## config.mk

```make
export PLATFORM = sky130hd
export DESIGN_NAME = hsv_value_replace
export DESIGN_NICKNAME = d
export VERILOG_FILES = /design/src/rtl/core/hvr_pkg.sv /design/src/rtl/core/hvr_front.sv /design/src/rtl/core/hvr_queue.sv /design/src/rtl/core/hvr_back.sv /design/src/rtl/core/hsv_value_replace.sv
export VERILOG_INCLUDE_DIRS = /design/src /design/src/rtl/core
export SDC_FILE = /design/constraint.sdc
export NUM_CORES = 2
export LEC_CHECK = 0
export BUFFER_PORTS_ARGS = -buffer_cell sky130_fd_sc_hd__buf_2
export CELL_PAD_IN_SITES_DETAIL_PLACEMENT = 0
export CELL_PAD_IN_SITES_GLOBAL_PLACEMENT = 1
export CORE_MARGIN = 3
export CORE_UTILIZATION = 40
export CTS_CLUSTER_DIAMETER = 100
export DETAILED_ROUTE_END_ITERATION = 12
export GPL_TIMING_DRIVEN = 0
export MAX_ROUTING_LAYER = met4
export PLACE_DENSITY = 0.73
export SYNTH_ARGS = -nofsm -noshare
export SYNTH_HDL_FRONTEND = slang
export SYNTH_HIERARCHICAL = 1
export SYNTH_SLANG_ARGS = --single-unit
```

## constraint.sdc

```tcl
create_clock -name clock -period 27.7 [get_ports clock]
set_clock_uncertainty 0.15 [all_clocks]
set_input_delay 0 -clock clock [delete_from_list [all_inputs] [get_ports clock]]
set_output_delay 0 -clock clock [all_outputs]
set_load 0.05 [all_outputs]
```

## src/rtl/core/hsv_value_replace_defines.svh

```systemverilog
// assertion macros for the hsv value replace block
`ifndef HSV_VALUE_REPLACE_DEFINES_SVH
`define HSV_VALUE_REPLACE_DEFINES_SVH
`ifndef SYNTHESIS
`define HVR_ASSERT_NOW(label, clk, rst, a, c) \
   label: assert property (@(posedge clk) disable iff (rst) (a) |-> (c)) \
      else $error("assertion failed");
`define HVR_ASSERT_NEXT(label, clk, rst, a, c) \
   label: assert property (@(posedge clk) disable iff (rst) (a) |=> (c)) \
      else $error("assertion failed");
`else
`define HVR_ASSERT_NOW(label, clk, rst, a, c)
`define HVR_ASSERT_NEXT(label, clk, rst, a, c)
`endif
`endif

```

## src/rtl/core/hvr_pkg.sv

```systemverilog
// shared types and constants for the hsv value replace block
`timescale 1ns / 1ps
package hvr_pkg;

   typedef enum logic [2:0] {
      SEC0 = 3'd0,
      SEC1 = 3'd1,
      SEC2 = 3'd2,
      SEC3 = 3'd3,
      SEC4 = 3'd4,
      SEC5 = 3'd5
   } sector_type;

   typedef struct packed {
      logic [7:0] mx;
      logic [7:0] delta;
      logic [7:0] diff;
      logic [7:0] value;
      sector_type sector;
      logic       gray;
   } hvr_item_type;

   localparam int QUEUE_DEPTH = 4;
   localparam int QUEUE_AW = 2;

   typedef struct packed {
      logic                valid;
      logic                full;
      logic [QUEUE_AW:0]   count;
   } hvr_qstat_type;

endpackage

```

## src/rtl/core/hvr_front.sv

```systemverilog
// front part: max/min, hue sector and in-sector position of a request
`timescale 1ns / 1ps
module hvr_front
   import hvr_pkg::*;
(
   input  logic [7:0]   red_in,
   input  logic [7:0]   green_in,
   input  logic [7:0]   blue_in,
   input  logic [7:0]   target_value,
   output hvr_item_type item
);

   logic [7:0] mx, mn, delta;

   always_comb begin
      mx = red_in;
      if (green_in > mx) mx = green_in;
      if (blue_in > mx) mx = blue_in;
      mn = red_in;
      if (green_in < mn) mn = green_in;
      if (blue_in < mn) mn = blue_in;
      delta = mx - mn;

      item.mx = mx;
      item.delta = delta;
      item.value = target_value;
      item.gray = (delta == 8'd0);
      // ties for the max go to red, then green
      if (red_in == mx) begin
         if (green_in >= blue_in) begin
            item.sector = SEC0;
            item.diff = green_in - blue_in;
         end else begin
            item.sector = SEC5;
            item.diff = delta - (blue_in - green_in);
         end
      end else if (green_in == mx) begin
         if (blue_in >= red_in) begin
            item.sector = SEC2;
            item.diff = blue_in - red_in;
         end else begin
            item.sector = SEC1;
            item.diff = delta - (red_in - blue_in);
         end
      end else begin
         if (red_in >= green_in) begin
            item.sector = SEC4;
            item.diff = red_in - green_in;
         end else begin
            item.sector = SEC3;
            item.diff = delta - (green_in - red_in);
         end
      end
   end

endmodule

```

## src/rtl/core/hvr_queue.sv

```systemverilog
// short queue between the front and back parts
`timescale 1ns / 1ps
module hvr_queue
   import hvr_pkg::*;
(
   input  logic          clock,
   input  logic          reset,
   input  logic          push,
   input  hvr_item_type  push_item,
   input  logic          pop,
   output hvr_item_type  head_item,
   output hvr_qstat_type stat
);

   hvr_item_type        mem_ff [QUEUE_DEPTH];
   logic [QUEUE_AW-1:0] wr_ff, wr_in, rd_ff, rd_in;
   logic [QUEUE_AW:0]   count_ff, count_in;
   logic                do_push, do_pop;

   always_comb begin
      stat.count = count_ff;
      stat.valid = (count_ff != '0);
      stat.full = (count_ff == (QUEUE_AW + 1)'(QUEUE_DEPTH));
      do_push = push && !stat.full;
      do_pop = pop && stat.valid;
      wr_in = do_push ? wr_ff + 1'b1 : wr_ff;
      rd_in = do_pop ? rd_ff + 1'b1 : rd_ff;
      count_in = count_ff + (QUEUE_AW + 1)'(do_push) - (QUEUE_AW + 1)'(do_pop);
      head_item = mem_ff[rd_ff];
   end

   always_ff @(posedge clock) begin
      if (reset) begin
         wr_ff <= '0;
         rd_ff <= '0;
         count_ff <= '0;
      end else begin
         wr_ff <= wr_in;
         rd_ff <= rd_in;
         count_ff <= count_in;
      end
   end

   always_ff @(posedge clock) begin
      if (do_push) mem_ff[wr_ff] <= push_item;
   end

endmodule

```

## src/rtl/core/hvr_back.sv

```systemverilog
// back part: pipelined dividers, hsv to rgb scaling and the result register
`timescale 1ns / 1ps
module hvr_back
   import hvr_pkg::*;
#(
   parameter int FRAC_BITS = 16
) (
   input  logic         clock,
   input  logic         reset,
   input  logic         head_valid,
   input  hvr_item_type head_item,
   output logic         pop,
   output logic         rsp_valid,
   input  logic         rsp_stall,
   output logic [7:0]   red_out,
   output logic [7:0]   green_out,
   output logic [7:0]   blue_out
);

   localparam int NS = FRAC_BITS + 1;
   localparam logic [FRAC_BITS:0] ONE = {1'b1, {FRAC_BITS{1'b0}}};

   logic               en;

   // one quotient bit per divider stage
   logic [7:0]         rs_ff [NS];
   logic [7:0]         rf_ff [NS];
   logic [FRAC_BITS:0] qs_ff [NS];
   logic [FRAC_BITS:0] qf_ff [NS];
   hvr_item_type       it_ff [NS];
   logic               vld_ff [NS];
   logic [7:0]         rs_in [NS];
   logic [7:0]         rf_in [NS];
   logic [FRAC_BITS:0] qs_in [NS];
   logic [FRAC_BITS:0] qf_in [NS];
   hvr_item_type       it_in [NS];
   logic               vld_in [NS];

   logic [2*FRAC_BITS+1:0] prod_sf, prod_sg;
   logic [FRAC_BITS:0]     s_val, f_val, g_val;
   logic [FRAC_BITS:0]     t1_ff, t2_ff, t3_ff, t1_in, t2_in, t3_in;
   hvr_item_type           it1_ff, it2_ff;
   logic                   vld1_ff, vld2_ff;
   logic [FRAC_BITS+8:0]   p1, p2, p3;
   logic [7:0]             c1_ff, c2_ff, c3_ff;
   logic [7:0]             ro_in, go_in, bo_in;

   assign en = !rsp_valid || !rsp_stall;
   assign pop = en;

   always_comb begin
      for (int i = 0; i < NS; i++) begin
         logic [8:0] ts, tf;
         logic       bs, bf;
         if (i == 0) begin
            it_in[i] = head_item;
            vld_in[i] = head_valid;
            ts = {1'b0, head_item.delta};
            tf = {1'b0, head_item.diff};
         end else begin
            it_in[i] = it_ff[i-1];
            vld_in[i] = vld_ff[i-1];
            ts = {rs_ff[i-1], 1'b0};
            tf = {rf_ff[i-1], 1'b0};
         end
         bs = (ts >= {1'b0, it_in[i].mx});
         bf = (tf >= {1'b0, it_in[i].delta});
         rs_in[i] = bs ? 8'(ts - {1'b0, it_in[i].mx}) : ts[7:0];
         rf_in[i] = bf ? 8'(tf - {1'b0, it_in[i].delta}) : tf[7:0];
         if (i == 0) begin
            qs_in[i] = {{FRAC_BITS{1'b0}}, bs};
            qf_in[i] = {{FRAC_BITS{1'b0}}, bf};
         end else begin
            qs_in[i] = {qs_ff[i-1][FRAC_BITS-1:0], bs};
            qf_in[i] = {qf_ff[i-1][FRAC_BITS-1:0], bf};
         end
      end
   end

   always_comb begin
      s_val = qs_ff[NS-1];
      f_val = qf_ff[NS-1];
      g_val = ONE - f_val;
      prod_sf = s_val * f_val;
      prod_sg = s_val * g_val;
      t1_in = ONE - s_val;
      t2_in = ONE - prod_sf[2*FRAC_BITS:FRAC_BITS];
      t3_in = ONE - prod_sg[2*FRAC_BITS:FRAC_BITS];
      p1 = it1_ff.value * t1_ff;
      p2 = it1_ff.value * t2_ff;
      p3 = it1_ff.value * t3_ff;
   end

   always_comb begin
      case (it2_ff.sector)
         SEC0: begin ro_in = it2_ff.value; go_in = c3_ff; bo_in = c1_ff; end
         SEC1: begin ro_in = c2_ff; go_in = it2_ff.value; bo_in = c1_ff; end
         SEC2: begin ro_in = c1_ff; go_in = it2_ff.value; bo_in = c3_ff; end
         SEC3: begin ro_in = c1_ff; go_in = c2_ff; bo_in = it2_ff.value; end
         SEC4: begin ro_in = c3_ff; go_in = c1_ff; bo_in = it2_ff.value; end
         default: begin ro_in = it2_ff.value; go_in = c1_ff; bo_in = c2_ff; end
      endcase
      if (it2_ff.gray) begin
         ro_in = it2_ff.value;
         go_in = it2_ff.value;
         bo_in = it2_ff.value;
      end
   end

   always_ff @(posedge clock) begin
      if (reset) begin
         for (int i = 0; i < NS; i++) vld_ff[i] <= 1'b0;
         vld1_ff <= 1'b0;
         vld2_ff <= 1'b0;
         rsp_valid <= 1'b0;
      end else if (en) begin
         for (int i = 0; i < NS; i++) vld_ff[i] <= vld_in[i];
         vld1_ff <= vld_ff[NS-1];
         vld2_ff <= vld1_ff;
         rsp_valid <= vld2_ff;
      end
   end

   always_ff @(posedge clock) begin
      if (en) begin
         for (int i = 0; i < NS; i++) begin
            rs_ff[i] <= rs_in[i];
            rf_ff[i] <= rf_in[i];
            qs_ff[i] <= qs_in[i];
            qf_ff[i] <= qf_in[i];
            it_ff[i] <= it_in[i];
         end
         t1_ff <= t1_in;
         t2_ff <= t2_in;
         t3_ff <= t3_in;
         it1_ff <= it_ff[NS-1];
         c1_ff <= p1[FRAC_BITS+7:FRAC_BITS];
         c2_ff <= p2[FRAC_BITS+7:FRAC_BITS];
         c3_ff <= p3[FRAC_BITS+7:FRAC_BITS];
         it2_ff <= it1_ff;
         red_out <= ro_in;
         green_out <= go_in;
         blue_out <= bo_in;
      end
   end

endmodule

```

## src/rtl/core/hsv_value_replace.sv

```systemverilog
// Replaces the HSV value of an RGB pixel while keeping hue and saturation.
// One pixel per clock is sustained while the result is not stalled. A
// request passes the classifier and a four-entry queue, then FRAC_BITS+1
// divider stages (one quotient bit each, computing saturation and the
// in-sector fraction side by side), one stage for the fraction products,
// one for the value products and the result register.
// A stalled result freezes the back pipeline; the queue keeps taking
// requests until it is full.
`timescale 1ns / 1ps
`include "hsv_value_replace_defines.svh"
module hsv_value_replace
   import hvr_pkg::*;
#(
   parameter int FRAC_BITS = 16
) (
   input  logic       clock,
   input  logic       reset,
   input  logic       req_valid,
   output logic       req_stall,
   input  logic [7:0] req_red_in,
   input  logic [7:0] req_green_in,
   input  logic [7:0] req_blue_in,
   input  logic [7:0] req_target_value,
   output logic       rsp_valid,
   input  logic       rsp_stall,
   output logic [7:0] rsp_red_out,
   output logic [7:0] rsp_green_out,
   output logic [7:0] rsp_blue_out
);

   hvr_item_type  front_item, head_item;
   hvr_qstat_type qstat;
   logic          pop;

   hvr_front u_front (
      .red_in       (req_red_in),
      .green_in     (req_green_in),
      .blue_in      (req_blue_in),
      .target_value (req_target_value),
      .item         (front_item)
   );

   hvr_queue u_queue (
      .clock     (clock),
      .reset     (reset),
      .push      (req_valid),
      .push_item (front_item),
      .pop       (pop),
      .head_item (head_item),
      .stat      (qstat)
   );

   assign req_stall = qstat.full;

   hvr_back #(.FRAC_BITS(FRAC_BITS)) u_back (
      .clock      (clock),
      .reset      (reset),
      .head_valid (qstat.valid),
      .head_item  (head_item),
      .pop        (pop),
      .rsp_valid  (rsp_valid),
      .rsp_stall  (rsp_stall),
      .red_out    (rsp_red_out),
      .green_out  (rsp_green_out),
      .blue_out   (rsp_blue_out)
   );

   `HVR_ASSERT_NOW(a_count_bound, clock, reset, 1'b1,
                   qstat.count <= (QUEUE_AW + 1)'(QUEUE_DEPTH))
   `HVR_ASSERT_NEXT(a_queue_fills, clock, reset,
                    req_valid && !req_stall && !pop && qstat.count == '0,
                    qstat.count == (QUEUE_AW + 1)'(1))
   `HVR_ASSERT_NEXT(a_queue_drains, clock, reset,
                    pop && qstat.valid && !(req_valid && !req_stall),
                    qstat.count == $past(qstat.count) - 1'b1)

endmodule

```

==> results.txt <==
cells on worst reg2reg path: 31
met1 wire length: 85000 um
drc violations: 0
Post-DRT Antenna Nets: 0
outcome: complete, no violations
die area: 229000 um^2
register area share after synthesis: 44.2%
CTS sink count: 1318
CTS tree: done
met2 wire length: 99100 um
gpl congestion: 0.924
synth unique cells: 110
Final #Nets: 9411
antenna violations before repair: 5
Max Buffers Root-to-Sink: 3
post-synth top area cell: edfxtp_1
CTS H-tree lvls: 4
top sig layer: met4
Area contributors post-synth: edfxtp_1, fa_1, ha_1, inv_1, nand2_1
mapped cell area: 89300 um^2
IO Count: 62
share of synthesized registers carrying an async set or reset: 0%
Worst Hold End: u_queue/mem_ff[2][31]
Tmin final: 10.14 ns
Worst Path Class, Setup: flop to flop
final WL: 199000 um
CP max FO: 10
global-route wire length before repair: 319000 um
vias in the first global route: 57907
Worst setup SP type: flop
Mapped Cells: 7683
Clock Latency Late Sink: 0.79 ns
fin. max-slew vios: 0
Layout area overhead: 10.8%
Reg-to-Reg Start: u_back/qf_ff[0][257]
Hold Crit Class: input pin to flop
Worst slew margin: 5.56%
Critical Path RT: 28.04 ns
Final Util: 44.8%
root buf cell: clkbuf_16
Yosys warnings: 6
setup TNS: 0 ns
Peak Freq: 0.0986 GHz
area share of the leading cell type in the synthesized netlist: 43.9%
Syn Nets: 9154
crit share post-route: 36.6%
Post-Place Setup Slack: 17.74 ns
most common cell after layout, fill and taps aside: edfxtp_1
Avg Synthesized Cell Area: 11.6 um^2
row count: 172
final setup fails: 0
Crit path top cell by count: fa_1
core area: 221000 um^2
Starting Density: 40.4%
ys flop type: edfxtp_1
Post-synth EDFFs: 1306
worst setup margin: 17.56 ns
grt ovf: 0
final hold vios: 0
Starting DRT DRC Count: 3314
post-DR wirelength/cell: 18.0 um
CP startpoint: u_back/qf_ff[0][257]
met3 wire length: 8130 um
reg2reg setup slack: 17.56 ns
IO buf count: 53
Worst path max stage delay: 0.93 ns
worst-margin pin slew: 1.41 ns
layout cells sized above 1: 4.93%
post-DP HPWL: 153000 um
max_cap viols: 0
RSZ-0062 raised after global routing: no
largest net degree at the start of global routing: 135
DR pass1 iterations: 7
Tot GR Track Use: 18.1%
clock slew at reported path FFs: 0.05 ns
worst hold stages: 4
hold path start: req_blue_in[3]
WP data arrival: 10.47 ns
Die Ht: 479 um
end of the worst register-to-register path: u_back/t3_ff[16]
CTS Buf Count: 145
Horiz. Die Dim: 479 um
most frequent cells in the layout: edfxtp_1, inv_1, nand2_1, fa_1, ha_1
slowest CP cell: xnor2_1
Crit. End Element: flop
Seq cells post-synth: 1318
routed via count: 54944
Via density: 4.99
-- synthesized netlist by cell type, types with 9 or more instances --
library cell / instances
and3_1: 40
o21ai_1: 10
mux4_2: 30
a211oi_1: 17
xnor2_1: 178
or4_1: 34
xor2_1: 119
o21bai_1: 29
a31oi_1: 9
nor4_1: 17
a22oi_1: 12
or2_2: 10
nor2_1: 227
inv_1: 1285
nand2_1: 906
nand3_1: 59
nor3_1: 40
o22ai_1: 15
a211o_1: 9
or3_1: 15
o211a_1: 33
dfxtp_1: 12
buf_1: 13
a21o_1: 65
and2_1: 394
o21ai_0: 357
nand2b_1: 52
o31ai_1: 67
mux2_2: 12
o21a_1: 27
clkbuf_1: 214
edfxtp_1: 1306
nor2b_1: 112
mux2i_1: 83
ha_1: 671
a21oi_1: 188
o211ai_1: 14
fa_1: 764
nand4_1: 48
a21boi_0: 51
-- per-stage QoR --
step,instance area (um^2),hold slack [ns],std cells
floorplan,89300,-0.0809,7683
detailed placement,93600,0.0554,10707
global placement,93300,0.0513,10694
global route,98900,0.0446,11014
finish,98900,0.0805,11014
CTS,98900,0.00663,11012
-- critical path, delay by kind of cell, from the launching register on --
| kind | cells | cell delay [ns] |
|---|---|---|
| simple gates | 7 | 1.04 |
| buf+inv | 7 | 1.71 |
| compound gates | 8 | 2.11 |
| fa+ha+maj | 7 | 3.45 |
| xor+xnor | 2 | 1.06 |
| flops | 1 | 0.32 |
-- registers in the layout, summed over array words and instances, names as in the netlist, named ones only --
| name | count |
|---|---|
| u_queue/mem_ff | 144 |
| u_back/it1_ff | 12 |
| u_back/red_out | 8 |
| u_back/c2_ff | 8 |
| u_back/it_ff | 460 |
| u_back/t2_ff | 17 |
| u_back/it2_ff | 12 |
| u_back/blue_out | 8 |
| u_back/qf_ff | 153 |
| u_back/vld1_ff | 1 |
| u_back/rsp_valid | 1 |
| u_back/c1_ff | 8 |
| u_queue/count_ff | 3 |
| u_back/rf_ff | 128 |
| u_back/vld2_ff | 1 |
| u_queue/wr_ff | 2 |
| u_back/qs_ff | 153 |
| u_back/t1_ff | 17 |
| u_back/t3_ff | 17 |
| u_back/c3_ff | 8 |
| u_back/vld_ff | 17 |
| u_back/rs_ff | 128 |
| u_back/green_out | 8 |
| u_queue/rd_ff | 2 |
-- cell families after synthesis --
family	after synthesis	share of synthesized area [%]
mux	134	2.06
fa+ha+maj	1435	26.5
xor+xnor	298	2.94
simple gates	1998	10.9
buf+inv	1537	6.59
compound gates	963	6.82
flops	1318	44.2
-- how the worst max path moves through the flow --
stage / to / slack, ns / depth (start not counted)
2_1_floorplan: flop / 10.23 / 4
3_3_place_gp: flop / 5.06 / 4
3_5_place_dp: u_back/t3_ff[15] / 17.74 / 30
4_1_cts: u_back/t2_ff[16] / 17.66 / 27
5_1_grt: u_back/t2_ff[16] / 17.05 / 27
6_report: u_back/t3_ff[16] / 17.56 / 31
-- layout make-up --
type	count	area, um^2
diodes	2	5.00
plain buffers	250	1050
clock buffers	167	3730
clock inverters	94	1120
fillers	20385	122000
inverters	1287	4830
multi-input cells	4828	44000
flip-flops and latches	1318	39500
well taps	2958	3700
repair buffers	110	1030
-- timing repair --
action,4_1_cts,5_1_grt
endpoints found under the hold margin,176,0
gates resized for setup,0,0
hold buffers,44,0
buffers inserted,0,0
-- layer usage --
metal	vias to the layer above	GRT usage (%)
met5	-	-
met4	0	5.80
met3	330	2.22
met2	1140	30.8
met1	27315	22.4
li1	26159	-
Power is left out: the tool's default activity adds up to more than one toggle a clock period on the data nets, which glitch-free logic cannot reach.
